===== src/hw/rtl/sacl_ram.sv =====
// Simple dual-port RAM with registered read and write-first forwarding.
module sacl_ram #(
  parameter int WIDTH = 32,
  parameter int DEPTH = 32
) (
  input  logic                     clk,
  input  logic                     wr_en,
  input  logic [$clog2(DEPTH)-1:0] wr_addr,
  input  logic [WIDTH-1:0]         wr_data,
  input  logic                     rd_en,
  input  logic [$clog2(DEPTH)-1:0] rd_addr,
  output logic [WIDTH-1:0]         rd_data
);

  logic [WIDTH-1:0] mem [DEPTH];
  logic [WIDTH-1:0] rd_data_r;

  // Write port.
  always_ff @(posedge clk) begin
    if (wr_en) begin
      mem[wr_addr] <= wr_data;
    end
  end

  // Read port; a write to the same row in the same cycle is passed through.
  always_ff @(posedge clk) begin
    if (rd_en) begin
      if (wr_en && (wr_addr == rd_addr)) begin
        rd_data_r <= wr_data;
      end else begin
        rd_data_r <= mem[rd_addr];
      end
    end
  end

  assign rd_data = rd_data_r;

endmodule


===== config.mk =====
export PLATFORM = sky130hd
export DESIGN_NAME = sacl_ram
export DESIGN_NICKNAME = d
export VERILOG_FILES = /design/src/hw/rtl/sacl_ram.sv
export SDC_FILE = /design/constraint.sdc
export NUM_CORES = 1
export LEC_CHECK = 0
export ABC_AREA = 1
export BUFFER_PORTS_ARGS = -buffer_cell sky130_fd_sc_hd__buf_2
export CORE_ASPECT_RATIO = 1.1
export CORE_UTILIZATION = 49
export CTS_BUF_LIST = sky130_fd_sc_hd__clkbuf_16
export DETAILED_ROUTE_END_ITERATION = 8
export GPL_TIMING_DRIVEN = 1
export HOLD_SLACK_MARGIN = 0.12
export MAX_ROUTING_LAYER = met4
export PLACE_DENSITY = 0.74
export REMOVE_ABC_BUFFERS = 1
export SLEW_MARGIN = 20
export SYNTH_ARGS = -nofsm -noshare
export SYNTH_HDL_FRONTEND = slang
export SYNTH_SLANG_ARGS = --single-unit

===== constraint.sdc =====
create_clock -name clk -period 4.1 [get_ports clk]
set_input_delay 0.205 -clock clk [delete_from_list [all_inputs] [get_ports clk]]
set_output_delay 0.205 -clock clk [all_outputs]
set_load 0.01 [all_outputs]

### Yosys cells after proc, flatten, opt, wreduce, memory -nomap -nowiden

Memories as Yosys holds them, arrays and structs flattened. A register that Yosys moved wholly into a read port is not among the register bits.
Cells that the tools add are included.
Widths: inputs -> output; s select.

| word-level totals | value |
|---|---|
| flip-flop bits (word level) | 0 |
| bits in latches | 0 |
| bits in writable memories | 1024 |
| ROM bits | 0 |
| input port bits | 45 |
| output and inout bits | 32 |
| word-level logic and storage cells | 3 |
| memories kept | 1 |

Memories:

| memory | depth | bits a word | read ports | clocked after memory_dff | write ports | line | text |
|---|---|---|---|---|---|---|---|
| mem | 32 | 32 | 1 | 1 | 1 | 15 | `logic [WIDTH-1:0] mem [DEPTH];` |

| cells by class | value |
|---|---|
| $add $sub $neg | 0 |
| $mul | 0 |
| divide/modulo/power cells | 0 |
| magnitude comparators | 0 |
| eq/ne operators | 0 |
| shifts and indexed selects | 0 |
| muxes and demuxes | 2 |
| bitwise gates (word level) | 0 |
| reductions and logical operators | 0 |

Operator list:

| kind | count |
|---|---|
| $mux 1 | 2 |

### Depth between registers and ports, before layout

| depth | value |
|---|---|
| word-level depth | 2 |
| gate-level depth with buffers | 12 |
| mapped depth without buffers | 9 |

### Least setup slack after synthesis

OpenSTA, ideal clock, no wires.

| path | value |
|---|---|
| kind | input-to-reg |
| from | input wr_addr[1] |
| to | memory mem[0][0] (enable) |
| setup time | 0.421 ns |
| data arrival time | 1.881 ns |
| required time | 3.679 ns |
| path slack | 1.798 ns |
| stages | 3 |
| buffers on the path | 0 |
| cell sequence | inv_1 -> nand3_1 -> nor2_1 |

RTL lines:

| element | line | text |
|---|---|---|
| from (decl) | 8 | `input logic [$clog2(DEPTH)-1:0] wr_addr,` |
| to (decl) | 15 |  |

Straight into the memory's write port.

==> report_table.html <==
<table>
<tr><th>Metric</th><th>Value</th></tr>
<tr><th colspan="2">Status</th></tr>
<tr><td>Status</td><td>finished clean</td></tr>
<tr><th colspan="2">Synth</th></tr>
<tr><td>Most common cell in the synthesized netlist</td><td>sky130_fd_sc_hd__nand2_1</td></tr>
<tr><td>Fraction of the yosys area taken by sequential cells</td><td>74.1%</td></tr>
<tr><td>Share of flip-flops with an asynchronous set or reset after synthesis</td><td>0%</td></tr>
<tr><td>Most common library cells after synthesis</td><td>1344 x sky130_fd_sc_hd__nand2_1, 1056 x sky130_fd_sc_hd__edfxtp_1, 877 x sky130_fd_sc_hd__nand3_1</td></tr>
<tr><td>Synth Flop Type</td><td>sky130_fd_sc_hd__edfxtp_1</td></tr>
<tr><td>Number of enable-type register cells in the synthesized netlist</td><td>1056</td></tr>
<tr><td>Top cell type's share of synthesized area</td><td>74.1%</td></tr>
<tr><td>Post-synth design cell area</td><td>42800 µm²</td></tr>
<tr><td>Cell count after synthesis</td><td>3553</td></tr>
<tr><td>Synth cell types</td><td>17</td></tr>
<tr><td>Yosys warning total</td><td>0</td></tr>
<tr><td>Flops &amp; latches, synth</td><td>1056</td></tr>
<tr><td>Mean instance size in the synthesized netlist</td><td>12.0 µm²</td></tr>
<tr><td>Leading area contributor after synthesis</td><td>sky130_fd_sc_hd__edfxtp_1</td></tr>
<tr><td>Top area cells in the synthesized netlist</td><td>sky130_fd_sc_hd__edfxtp_1 74%, sky130_fd_sc_hd__nand2_1 12%, sky130_fd_sc_hd__nand3_1 10%</td></tr>
<tr><th colspan="2">Routing</th></tr>
<tr><td>Vias after detailed routing</td><td>28200</td></tr>
<tr><td>Number of vias per cell after detailed routing</td><td>5.85</td></tr>
<tr><td>DR iter-0 viols</td><td>4082</td></tr>
<tr><td>Post-detailed-route DRC marker count</td><td>0</td></tr>
<tr><td>Number of antenna-violating nets in the routed design</td><td>0</td></tr>
<tr><td>Detailed-router iteration count before antenna repair</td><td>5</td></tr>
<tr><td>Final routed wire length divided by cell count</td><td>23.5 µm</td></tr>
<tr><td>Routed Wire Length</td><td>113000 µm</td></tr>
<tr><th colspan="2">Placement</th></tr>
<tr><td>Dpl cell area</td><td>44100 µm²</td></tr>
<tr><td>Buffers added on ports</td><td>76</td></tr>
<tr><td>Placer congestion estimate</td><td>0.876</td></tr>
<tr><td>Dpl hpwl</td><td>60000 µm</td></tr>
<tr><td>Post-Place Cells</td><td>4618</td></tr>
<tr><th colspan="2">STA</th></tr>
<tr><td>Setup TNS after final layout</td><td>0 ns</td></tr>
<tr><td>Actual transition at the worst max-transition pin</td><td>1.12 ns</td></tr>
<tr><td>Highest achievable clock rate</td><td>0.463 GHz</td></tr>
<tr><td>Setup repair after global routing missed its margin</td><td>false</td></tr>
<tr><td>Final Critical Period</td><td>2.16 ns</td></tr>
<tr><td>Worst clock skew on the final layout</td><td>0.0229 ns</td></tr>
<tr><td>Final Cycle Share</td><td>52.7%</td></tr>
<tr><td>Max Slew Vio Count</td><td>0</td></tr>
<tr><td>Final setup fails</td><td>0</td></tr>
<tr><td>Normalized max-slew margin</td><td>25.0%</td></tr>
<tr><td>Hold violation count in the final report</td><td>0</td></tr>
<tr><th colspan="2">CTS</th></tr>
<tr><td>Clock tree from TritonCTS</td><td>done</td></tr>
<tr><td>Clock-pin slew of the registers on the worst-case setup and hold paths</td><td>0.06 ns</td></tr>
<tr><td>Buffer type at the clock tree root</td><td>sky130_fd_sc_hd__clkbuf_16</td></tr>
<tr><td>Clock insertion delay at the later pin of the skew report</td><td>0.67 ns</td></tr>
<tr><td>H-Tree Depth</td><td>3</td></tr>
<tr><td>Cts bufs inserted</td><td>96</td></tr>
<tr><td>Post-cts resize count</td><td>0</td></tr>
<tr><td>Clock Sinks</td><td>1056</td></tr>
<tr><td>Maximum buffer depth of the clock tree</td><td>3</td></tr>
<tr><th colspan="2">Global route</th></tr>
<tr><td>Maximum number of pins on one net before global-route repair</td><td>197</td></tr>
<tr><td>Remaining Overflow, GRT</td><td>0</td></tr>
<tr><td>Global-route wire length before repair</td><td>169000 µm</td></tr>
<tr><td>Overall routing resource usage</td><td>26.2%</td></tr>
<tr><td>Number of antenna violations at the first check in global routing</td><td>5</td></tr>
<tr><td>Via count of the first global-routing pass</td><td>27000</td></tr>
<tr><th colspan="2">Finish</th></tr>
<tr><td>Cell Count, Final, Fillers Out</td><td>4819</td></tr>
<tr><td>Relative area change from synthesis to final layout</td><td>10.7%</td></tr>
<tr><td>Fraction of final layout cells sized beyond drive strength 1</td><td>8.35%</td></tr>
<tr><td>Total number of nets in the final design</td><td>3632</td></tr>
<tr><td>Final instance area</td><td>47400 µm²</td></tr>
<tr><th colspan="2">Die</th></tr>
<tr><td>Number of placed I/O pins</td><td>77</td></tr>
<tr><td>DIE HEIGHT</td><td>312 µm</td></tr>
<tr><td>Std-Cell Core Area</td><td>86400 µm²</td></tr>
<tr><td>Number of rows in the core area</td><td>113</td></tr>
<tr><td>Overall die area</td><td>88500 µm²</td></tr>
<tr><td>Horizontal die dimension</td><td>284 µm</td></tr>
<tr><td>Starting density of the core</td><td>49.5%</td></tr>
<tr><th colspan="2">Worst setup path</th></tr>
<tr><td>Max FO, Critical Path</td><td>189</td></tr>
<tr><td>Worst EP arrival</td><td>2.68 ns</td></tr>
<tr><td>Kind of start point of the critical path</td><td>input pin</td></tr>
<tr><td>Category of the critical setup timing path</td><td>in -&gt; reg</td></tr>
<tr><td>Endpoint class of the critical path</td><td>flip-flop</td></tr>
<tr><td>Worst R2R Path Depth</td><td>8</td></tr>
<tr><td>End of the worst register-to-register path</td><td>rd_data[1]</td></tr>
<tr><td>FF-to-FF setup slack</td><td>2.43 ns</td></tr>
<tr><td>Worst r2r src</td><td>mem[30][1]</td></tr>
<tr><td>Req. time, crit path</td><td>4.62 ns</td></tr>
<tr><th colspan="2">Run</th></tr>
<tr><td>Number of maximum-capacitance constraint violations</td><td>0</td></tr>
<tr><th colspan="2">Hold path</th></tr>
<tr><td>WHS Endpoint</td><td>rd_data[2]</td></tr>
<tr><td>Min-delay src</td><td>rd_en</td></tr>
<tr><td>Worst Hold Class</td><td>in -&gt; reg</td></tr>
<tr><td>Hold depth</td><td>1</td></tr>
<tr><th colspan="2">Power</th></tr>
<tr><td>Total power density per cell area</td><td>470 nW/µm²</td></tr>
<tr><td>Max rail drop VDD</td><td>0.324 mV</td></tr>
<tr><td>Static Leak</td><td>0.0170 µW</td></tr>
</table>
report_power, final:
part           switching [µW]  internal (µW)
Clock                    3850           4860
Sequential               50.0          12000
Combinational            1070            355
Total                    4970          17300
worst max-delay path: stages:
cell and delay, ns:
sky130_fd_sc_hd__buf_8 0.19, sky130_fd_sc_hd__inv_16 0.50, sky130_fd_sc_hd__o22ai_1 0.21, sky130_fd_sc_hd__nor2_1 0.18, sky130_fd_sc_hd__nand3_2 0.11, sky130_fd_sc_hd__inv_2 0.67, sky130_fd_sc_hd__buf_4 0.26, sky130_fd_sc_hd__nand2_1 0.10
sky130_fd_sc_hd__nand2_1 0.12
flip-flops by register name, summed over array words and instances, names as in the netlist:
name and cells:
rd_data 32, mem 1024
metrics by stage:
| stage | hold slack (ns) | util, % | power [µW] | worst slack [ns] |
|---|---|---|---|---|
| global placement | 0.618 | 51.1 | 13700 | 1.38 |
| CTS | 0.122 | 54.8 | 22300 | 2.02 |
| floorplan | 0.304 | - | 13000 | 0.162 |
| detailed placement | 0.619 | 51.1 | 13700 | 1.36 |
| global route | 0.140 | 54.8 | 22800 | 1.82 |
| finish | 0.136 | 54.8 | 22200 | 1.94 |
cells in the final DEF (no fill, tap or decap), drive strengths merged:
cell and count:
a21oi 1, buf 140, bufinv 8, clkbuf 99, clkinv 44, clkinvlp 2, diode 5, dlygate4sd3 21
edfxtp 1056, inv 33, nand2 1344, nand3 877, nor2 34, o21ai 1, o22ai 4
per-layer routing:
| metal | global-route usage (%) | up-vias | routed length [µm] |
|---|---|---|---|
| li1 | - | 12600 | - |
| met1 | 35.3 | 13800 | 43900 |
| met2 | 40.3 | 1618 | 53900 |
| met3 | 4.16 | 241 | 11500 |
| met4 | 9.90 | 0 | 3990 |
| met5 | - | - | 0 |
how the worst max path moves through the flow:
| stage | start | endpoint | slack, ns | cells past startpoint |
|---|---|---|---|---|
| floorplan | rd_addr[1] | rd_data[0] | 0.16 | 7 |
| global placement | rd_addr[0] | rd_data[9] | 1.38 | 9 |
| detailed placement | rd_addr[0] | rd_data[9] | 1.36 | 9 |
| CTS | rd_addr[0] | rd_data[9] | 2.02 | 9 |
| global route | rd_addr[0] | rd_data[9] | 1.82 | 9 |
| finish | rd_addr[0] | rd_data[9] | 1.94 | 9 |
timing repair:
| action | in CTS | in global routing |
|---|---|---|
| setup buffers | 0 | 0 |
| hold buffers | 21 | 0 |
| endpoints found under the hold margin | 617 | 0 |
final cells by class:
type	count	area [µm²]
antenna	5	12.5
clock buffer	99	2480
clock inverter	76	552
fill	6796	39000
inverter	11	71.3
multi-input combinational	2261	9840
sequential	1056	31700
tap	1150	1440
timing repair buffer	161	1250
kinds of logic after synthesis:
family,count (synthesis),synth area share [%]
and+or+nand+nor,2255,22.3
DFF,1056,74.1
buffers and inverters,236,3.46
AOI/OAI and AO/OA,6,0.0818
No activity file was read; power rests on OpenSTA's default activity.
